<file path="src/rtl/grid_max_path_score_counter_assert.svh">
// Assertion macros for the grid maximum-score path counter.
// Included by the top level; the checks compile away when SYNTHESIS is defined.
// Both macros use the clock clk; the first one also uses the reset rst_n.
`ifndef GRID_MAX_PATH_SCORE_COUNTER_ASSERT_SVH
`define GRID_MAX_PATH_SCORE_COUNTER_ASSERT_SVH
`ifndef SYNTHESIS
`define GMPSC_ASSERT(label, prop, msg) \
  label: assert property (@(posedge clk) disable iff (!rst_n) prop) else $error(msg);
`define GMPSC_ASSERT_ALWAYS(label, prop, msg) \
  label: assert property (@(posedge clk) prop) else $error(msg);
`else
`define GMPSC_ASSERT(label, prop, msg)
`define GMPSC_ASSERT_ALWAYS(label, prop, msg)
`endif
`endif

</file>
<file path="src/rtl/gmpsc_pkg.sv">
// Shared types and constants for the grid maximum-score path counter.
// Used by the line buffer, the cell update logic and the top level.
`timescale 1ns / 1ps
`default_nettype none

package gmpsc_pkg;

  localparam int ScoreW = 12;
  localparam int CountW = 30;
  localparam int DimW = 8;
  localparam int DefaultMaxRows = 128;
  localparam int DefaultMaxCols = 128;
  localparam logic [CountW-1:0] CountMod = CountW'(1000000007);

  localparam int CfgIdxW = 1;
  localparam logic [CfgIdxW-1:0] RegGridRows = 1'b0;
  localparam logic [CfgIdxW-1:0] RegGridCols = 1'b1;

  localparam logic [DimW-1:0] GridRowsReset = 8'd2;
  localparam logic [DimW-1:0] GridColsReset = 8'd2;

  // Best score, path count and reachability of one cell.
  typedef struct packed {
    logic              reach;
    logic [ScoreW-1:0] score;
    logic [CountW-1:0] count;
  } nb_t;

  localparam int NbW = $bits(nb_t);

  // Position flags of one cell on the board.
  typedef struct packed {
    logic first;
    logic r_gt0;
    logic c_gt0;
    logic last;
  } tag_t;

endpackage

`default_nettype wire

</file>
<file path="src/rtl/gmpsc_cell.sv">
// Update of one cell: best score over the reachable neighbors plus the cell value,
// and the path count summed over the tying neighbors modulo 1000000007. Uses gmpsc_pkg.
`timescale 1ns / 1ps
`default_nettype none

module gmpsc_cell (
  input  wire gmpsc_pkg::tag_t        tag,
  input  wire logic [3:0]             cell_value,
  input  wire logic                   blocked,
  input  wire gmpsc_pkg::nb_t         below,
  input  wire gmpsc_pkg::nb_t         right,
  input  wire gmpsc_pkg::nb_t         diag,
  output gmpsc_pkg::nb_t              res
);

  localparam logic [31:0] Mod1 = 32'(gmpsc_pkg::CountMod);
  localparam logic [31:0] Mod2 = 32'(gmpsc_pkg::CountMod) * 32'd2;

  logic                           bv;
  logic                           rv;
  logic                           dv;
  logic                           have;
  logic [gmpsc_pkg::ScoreW-1:0]   best;
  logic [31:0]                    sum;
  logic [gmpsc_pkg::CountW-1:0]   cnt;

  assign bv = tag.r_gt0 && below.reach;
  assign rv = tag.c_gt0 && right.reach;
  assign dv = tag.r_gt0 && tag.c_gt0 && diag.reach;

  always_comb begin
    have = bv;
    best = below.score;
    if (rv && (!have || right.score > best)) begin
      have = 1'b1;
      best = right.score;
    end
    if (dv && (!have || diag.score > best)) begin
      have = 1'b1;
      best = diag.score;
    end
  end

  always_comb begin
    sum = '0;
    if (bv && below.score == best) begin
      sum = sum + 32'(below.count);
    end
    if (rv && right.score == best) begin
      sum = sum + 32'(right.count);
    end
    if (dv && diag.score == best) begin
      sum = sum + 32'(diag.count);
    end
    if (sum >= Mod2) begin
      sum = sum - Mod2;
    end else if (sum >= Mod1) begin
      sum = sum - Mod1;
    end
    cnt = sum[gmpsc_pkg::CountW-1:0];
  end

  always_comb begin
    if (tag.first) begin
      res.reach = !blocked;
      res.score = blocked ? '0 : gmpsc_pkg::ScoreW'(cell_value);
      res.count = blocked ? '0 : gmpsc_pkg::CountW'(1);
    end else if (have && !blocked) begin
      res.reach = 1'b1;
      res.score = best + gmpsc_pkg::ScoreW'(cell_value);
      res.count = cnt;
    end else begin
      res.reach = 1'b0;
      res.score = '0;
      res.count = '0;
    end
  end

endmodule

`default_nettype wire

</file>
<file path="config.mk">
export PLATFORM = sky130hd
export DESIGN_NAME = gmpsc_cell
export DESIGN_NICKNAME = d
export VERILOG_FILES = /design/src/rtl/grid_max_path_score_counter_assert.svh /design/src/rtl/gmpsc_pkg.sv /design/src/rtl/gmpsc_cell.sv
export SDC_FILE = /design/constraint.sdc
export NUM_CORES = 1
export LEC_CHECK = 0
export ABC_AREA = 1
export BUFFER_PORTS_ARGS = -buffer_cell sky130_fd_sc_hd__buf_4
export CAP_MARGIN = 15
export CORE_MARGIN = 5
export CORE_UTILIZATION = 60
export DETAILED_ROUTE_END_ITERATION = 7
export PLACE_DENSITY = 0.89
export SLEW_MARGIN = 10
export SYNTH_ARGS = -nofsm -noshare
export SYNTH_HDL_FRONTEND = slang
export SYNTH_SLANG_ARGS = --single-unit
</file>
<file path="constraint.sdc">
create_clock -name vclk -period 14
set_input_delay 1.4 -clock vclk [all_inputs]
set_output_delay 1.4 -clock vclk [all_outputs]
set_load 0.05 [all_outputs]
</file>
==> results of run 1 <==
## report_power, final
group	switching, W	internal, W
logic	0.000121	0.0000738
registers	0	0
clock network	0	0
total	0.000121	0.0000738
## cell usage after synthesis, types with 3 or more instances
cell type / count / area share
nand2_1: 638 / 0.24
inv_1: 227 / 0.084
nor2_1: 213 / 0.079
nand3_1: 180 / 0.089
a21oi_1: 115 / 0.057
ha_1: 94 / 0.12
o21ai_0: 79 / 0.039
xor2_1: 47 / 0.041
nand4_1: 43 / 0.027
nand2_2: 31 / 0.019
nand3_2: 30 / 0.030
inv_2: 24 / 0.0089
o21ai_1: 24 / 0.012
buf_2: 20 / 0.0099
nor2_2: 18 / 0.011
nor3_1: 15 / 0.0074
xnor2_1: 14 / 0.012
nand3b_1: 11 / 0.0082
buf_6: 10 / 0.011
clkbuf_1: 8 / 0.0030
nor4_1: 8 / 0.0049
a31oi_1: 6 / 0.0037
o21a_1: 6 / 0.0044
or2_2: 6 / 0.0037
a21boi_0: 5 / 0.0037
nand2_4: 5 / 0.0056
nand3_4: 5 / 0.0086
o21ai_2: 5 / 0.0043
a21oi_2: 4 / 0.0035
buf_4: 4 / 0.0030
nor2_4: 4 / 0.0044
o21bai_1: 4 / 0.0030
a211oi_1: 3 / 0.0022
and2_1: 3 / 0.0019
nor3_2: 3 / 0.0030
## how the worst min path moves through the flow
| stage | depth (start not counted) | end | slack [ns] | from |
|---|---|---|---|---|
| 6_report | 4 | res[32] | 3.23 | cell_value[2] |
| 3_5_place_dp | 4 | res[32] | 3.22 | cell_value[2] |
| 2_1_floorplan | 3 | res[36] | 3.16 | tag[3] |
| 3_3_place_gp | 4 | res[32] | 3.22 | cell_value[2] |
| 4_1_cts | 4 | res[32] | 3.22 | cell_value[2] |
| 5_1_grt | 4 | res[32] | 3.25 | cell_value[2] |
## layout make-up
cell class                      instances  area, um2
Timing Repair Buffer                  199       1510
Multi-Input combinational cell       1652       8950
Fill cell                            1616       4890
Inverter                              253        957
Tap cell                              220        275
## kinds of logic (layout without fill, tap and decap cells)
kind of cell	Yosys count	after routing	share of synthesized area
AOI/OAI and AO/OA	271	271	0.152
adders and majority gates	96	96	0.120
buffers and inverters	297	452	0.122
and+or+nand+nor	1222	1223	0.552
xor gates and xnor gates	62	62	0.0544
## metal layers
layer / vias up / share of wire
met5: - / 0
met4: 0 / 0.026
met3: 89 / 0.10
met2: 859 / 0.46
met1: 6121 / 0.41
li1: 6669 / -
## critical path: cells and delay by family
kind / cells / cell delay, ns
fa+ha+maj: 4 / 1.21
buf+inv: 10 / 1.43
compound gates: 12 / 2.26
simple gates: 38 / 5.13
xor+xnor: 2 / 0.37
## through the flow
stage / setup slack [ns] / hold WS (ns) / area (um2) / power (W) / utilization
2_1_floorplan: 2.38 / 3.16 / 10100 / 0.000120 / -
3_3_place_gp: 0.764 / 3.22 / 11600 / 0.000184 / 0.700
3_5_place_dp: 0.372 / 3.22 / 11600 / 0.000188 / 0.700
4_1_cts: 0.318 / 3.22 / 11600 / 0.000189 / 0.700
5_1_grt: 0.0623 / 3.25 / 11700 / 0.000214 / 0.705
6_report: 0.766 / 3.23 / 11700 / 0.000195 / 0.705
## repair_timing
item	CTS	global route
setup endpoints to repair	0	30
gates resized for setup	0	14
buffers inserted	0	2
==> impl_metrics.env, run 1 <==
export IMPL_gr_usage_met1=0.498
export IMPL_synth_seq_area_share=0
export IMPL_cp_slowest_cell="ha_1"
export IMPL_critPathLaunchType="input pin"
export IMPL_crit_path_start="below[41]"
export IMPL_setup_violations_final=0
export IMPL_critical_path_max_stage_delay_ns=0.31
export IMPL_die_h_um=140
export IMPL_fp_dieW_um=140
export IMPL_critPathCapture="res[16]"
export IMPL_crit_fanout=24
export IMPL_ctsHoldBuffers=0
export IMPL_p_leak_nw=6.84
export IMPL_slew_violations=0
export IMPL_min_period_over_period=0.945
export IMPL_wl_mm=37.3
export IMPL_diodes=0
export IMPL_grt_pass1_vias=12100
export IMPL_status="complete, no violations"
export IMPL_avgRoutedWirePerCell_um=16.1
export IMPL_crit_path_end_kind="primary output"
export IMPL_gr_total_overflow=0
export IMPL_drt_initial_drc_count=1537
export IMPL_drc=0
export IMPL_crit_top_cell="nand2_1"
export IMPL_drive_above_1_share=0.168
export IMPL_num_vias=13700
export IMPL_ir_worst_vdd_v=0.0000219
export IMPL_use_met2=0.598
export IMPL_grt_max_degree=60
export IMPL_rsz0062_at_grt="false"
export IMPL_netlist_area_um2=10100
export IMPL_critical_path_arrival_ns=11.83
export IMPL_portBuffers=180
export IMPL_layout_commonest_cell="nand2_1"
export IMPL_gp_congestion=1.02
export IMPL_rows=47
export IMPL_fmax_ghz=0.0756
export IMPL_fin_cells=2324
export IMPL_synthCells=1948
export IMPL_syn_avg_cell_area_um2=5.20
export IMPL_hp_class="input pin to primary output"
export IMPL_clkbuf_count=0
export IMPL_seq_cells=0
export IMPL_grt_pass1_wl_mm=59.2
export IMPL_grt_usage=0.353
export IMPL_drv_cap=0
export IMPL_synth_warning_count=0
export IMPL_start_util=0.611
export IMPL_met3_usage=0.0239
export IMPL_tns_ns=0
export IMPL_fin_crit_ns=13.23
export IMPL_nNetsFinal=2340
export IMPL_drt_pass1_iter_count=6
export IMPL_ant_nets=0
export IMPL_slew_headroom=0.555
export IMPL_dp_hpwl_mm=30.9
export IMPL_top_usage_layer="met2"
export IMPL_yosysUniqueCellTypes=61
export IMPL_ioPinCount=181
export IMPL_worstMarginPinSlew_ns=0.667
export IMPL_die_area_um2=19600
export IMPL_layout_common_cells="nand2_1 (637), inv_1 (227), nor2_1 (212)"
export IMPL_core_um2=16600
export IMPL_areaGrowthSynthToFinish_pct=15.5
export IMPL_syn_nets=2182
export IMPL_regArea_um2=0
export IMPL_hold_viol=0
export IMPL_required_ns=12.60
export IMPL_powerDensity_nw_per_um2=16.6
export IMPL_worstSetupPathType="input pin to primary output"
export IMPL_dpl_cell_count=2321
export IMPL_antenna_found_initial=0
export IMPL_viasPerCell=5.91
No activity file was read; power rests on OpenSTA's default activity.
==> run 2, diff against run 1 <==
--- a/config.mk
+++ b/config.mk
@@ -8,6 +8,7 @@
 export ABC_AREA = 1
 export BUFFER_PORTS_ARGS = -buffer_cell sky130_fd_sc_hd__buf_4
 export CAP_MARGIN = 15
+export CORE_ASPECT_RATIO = 1.5
 export CORE_MARGIN = 5
 export CORE_UTILIZATION = 60
 export DETAILED_ROUTE_END_ITERATION = 7
==> impl_metrics.env, run 2 (same netlist as run 1, synthesis figures left out) <==
export IMPL_status="complete, no violations"
export IMPL_hp_class="input pin to primary output"
export IMPL_worstSetupPathType="input pin to primary output"
export IMPL_diodes=0
export IMPL_drive_above_1_share=0.170
export IMPL_core_um2=16700
export IMPL_viasPerCell=5.95
export IMPL_fmax_ghz=0.0762
export IMPL_grt_usage=0.393
export IMPL_tns_ns=0
export IMPL_min_period_over_period=0.938
export IMPL_fin_cells=2313
export IMPL_drt_initial_drc_count=1137
export IMPL_slew_violations=0
export IMPL_dp_hpwl_mm=32.9
export IMPL_avgRoutedWirePerCell_um=17.3
export IMPL_hold_viol=0
export IMPL_ant_nets=0
export IMPL_dpl_cell_count=2312
export IMPL_layout_common_cells="nand2_1 (636), inv_1 (227), nor2_1 (212)"
export IMPL_required_ns=12.60
export IMPL_rows=58
export IMPL_fin_crit_ns=13.13
export IMPL_areaGrowthSynthToFinish_pct=15.1
export IMPL_regArea_um2=0
export IMPL_critPathLaunchType="input pin"
export IMPL_crit_buf_inv=10
export IMPL_rsz0062_at_grt="false"
export IMPL_layout_commonest_cell="nand2_1"
export IMPL_cp_slowest_cell="ha_1"
export IMPL_ir_worst_vdd_v=0.0000224
export IMPL_crit_fanout=21
export IMPL_grt_pass1_wl_mm=62.3
export IMPL_nNetsFinal=2339
export IMPL_gp_congestion=1.09
export IMPL_grt_pass1_vias=13000
export IMPL_cts_setup_buffers=0
export IMPL_p_leak_nw=6.83
export IMPL_critical_path_arrival_ns=11.73
export IMPL_setup_violations_final=0
export IMPL_die_area_um2=19600
export IMPL_antenna_found_initial=0
export IMPL_ioPinCount=181
export IMPL_grt_max_degree=60
export IMPL_powerDensity_nw_per_um2=17.6
export IMPL_fp_dieW_um=116
export IMPL_drv_cap=0
export IMPL_seq_cells=0
export IMPL_wl_mm=39.9
export IMPL_crit_top_cell="nand2_1"
export IMPL_num_vias=13800
export IMPL_die_h_um=169
export IMPL_cp_top_family="simple AND/OR/NAND/NOR gates"
export IMPL_crit_path_end_kind="primary output"
export IMPL_drc=0
export IMPL_start_util=0.607
export IMPL_portBuffers=180
export IMPL_clkbuf_count=0
export IMPL_worstMarginPinSlew_ns=0.666
export IMPL_slew_headroom=0.556
export IMPL_critical_path_max_stage_delay_ns=0.35
export IMPL_drt_pass1_iter_count=6
export IMPL_gr_total_overflow=0
-- run 2: cell types whose count changed in the layout (fill, tap and decap cells not counted), sizes merged --
cell / previous run / this run
buf: 199 / 198
-- run 2: layout make-up --
cell class / count / area [um2]
fillers: 1616 / 5040
inverters: 253 / 957
multi-input cells: 1652 / 8950
well taps: 210 / 263
repair buffers: 198 / 1490
-- run 2: final timing paths --
check,start,end,slack (ns),depth (start not counted)
worst max-delay path,below[39],res[15],0.87,64
worst min-delay path,cell_value[2],res[32],3.23,4
-- run 2: routing by layer --
metal / track usage / part of all wire / wire, um / up-vias
met5: 0 / 0 / 0 / -
met4: 0.350 / 0.11 / 4490 / 0
met3: 0.0565 / 0.083 / 3330 / 275
met2: 0.688 / 0.47 / 18900 / 790
met1: 0.393 / 0.33 / 13200 / 6030
li1: - / - / - / 6668
-- run 2: report_power, final --
group	internal (W)	switching [W]	total, W
registers	0	0	0
clock network	0	0	0
logic	0.0000748	0.000130	0.000205
total	0.0000748	0.000130	0.000205
-- run 2: timing repair --
action / in CTS / in global routing
hold buffers: 0 / 0
resized for setup: 0 / 17
setup endpoints to repair: 0 / 30
-- run 2: per-stage QoR --
stage	instance area, um2	setup slack (ns)	utilization	hold WS [ns]	power, W
final	11700	0.873	0.698	3.23	0.000205
after floorplan	10100	2.38	-	3.16	0.000120
after detailed placement	11600	0.813	0.695	3.23	0.000198
after global placement	11600	0.995	0.695	3.22	0.000194
after global routing	11700	0.00429	0.698	3.25	0.000223
after CTS	11600	0.781	0.695	3.24	0.000199
-- run 2: tightest hold or removal path, delay by kind of cell --
kind | cells | cell delay (ns)
AOI/OAI and AO/OA | 1 | 0.07
buffers and inverters | 2 | 0.29
and+or+nand+nor | 1 | 0.07
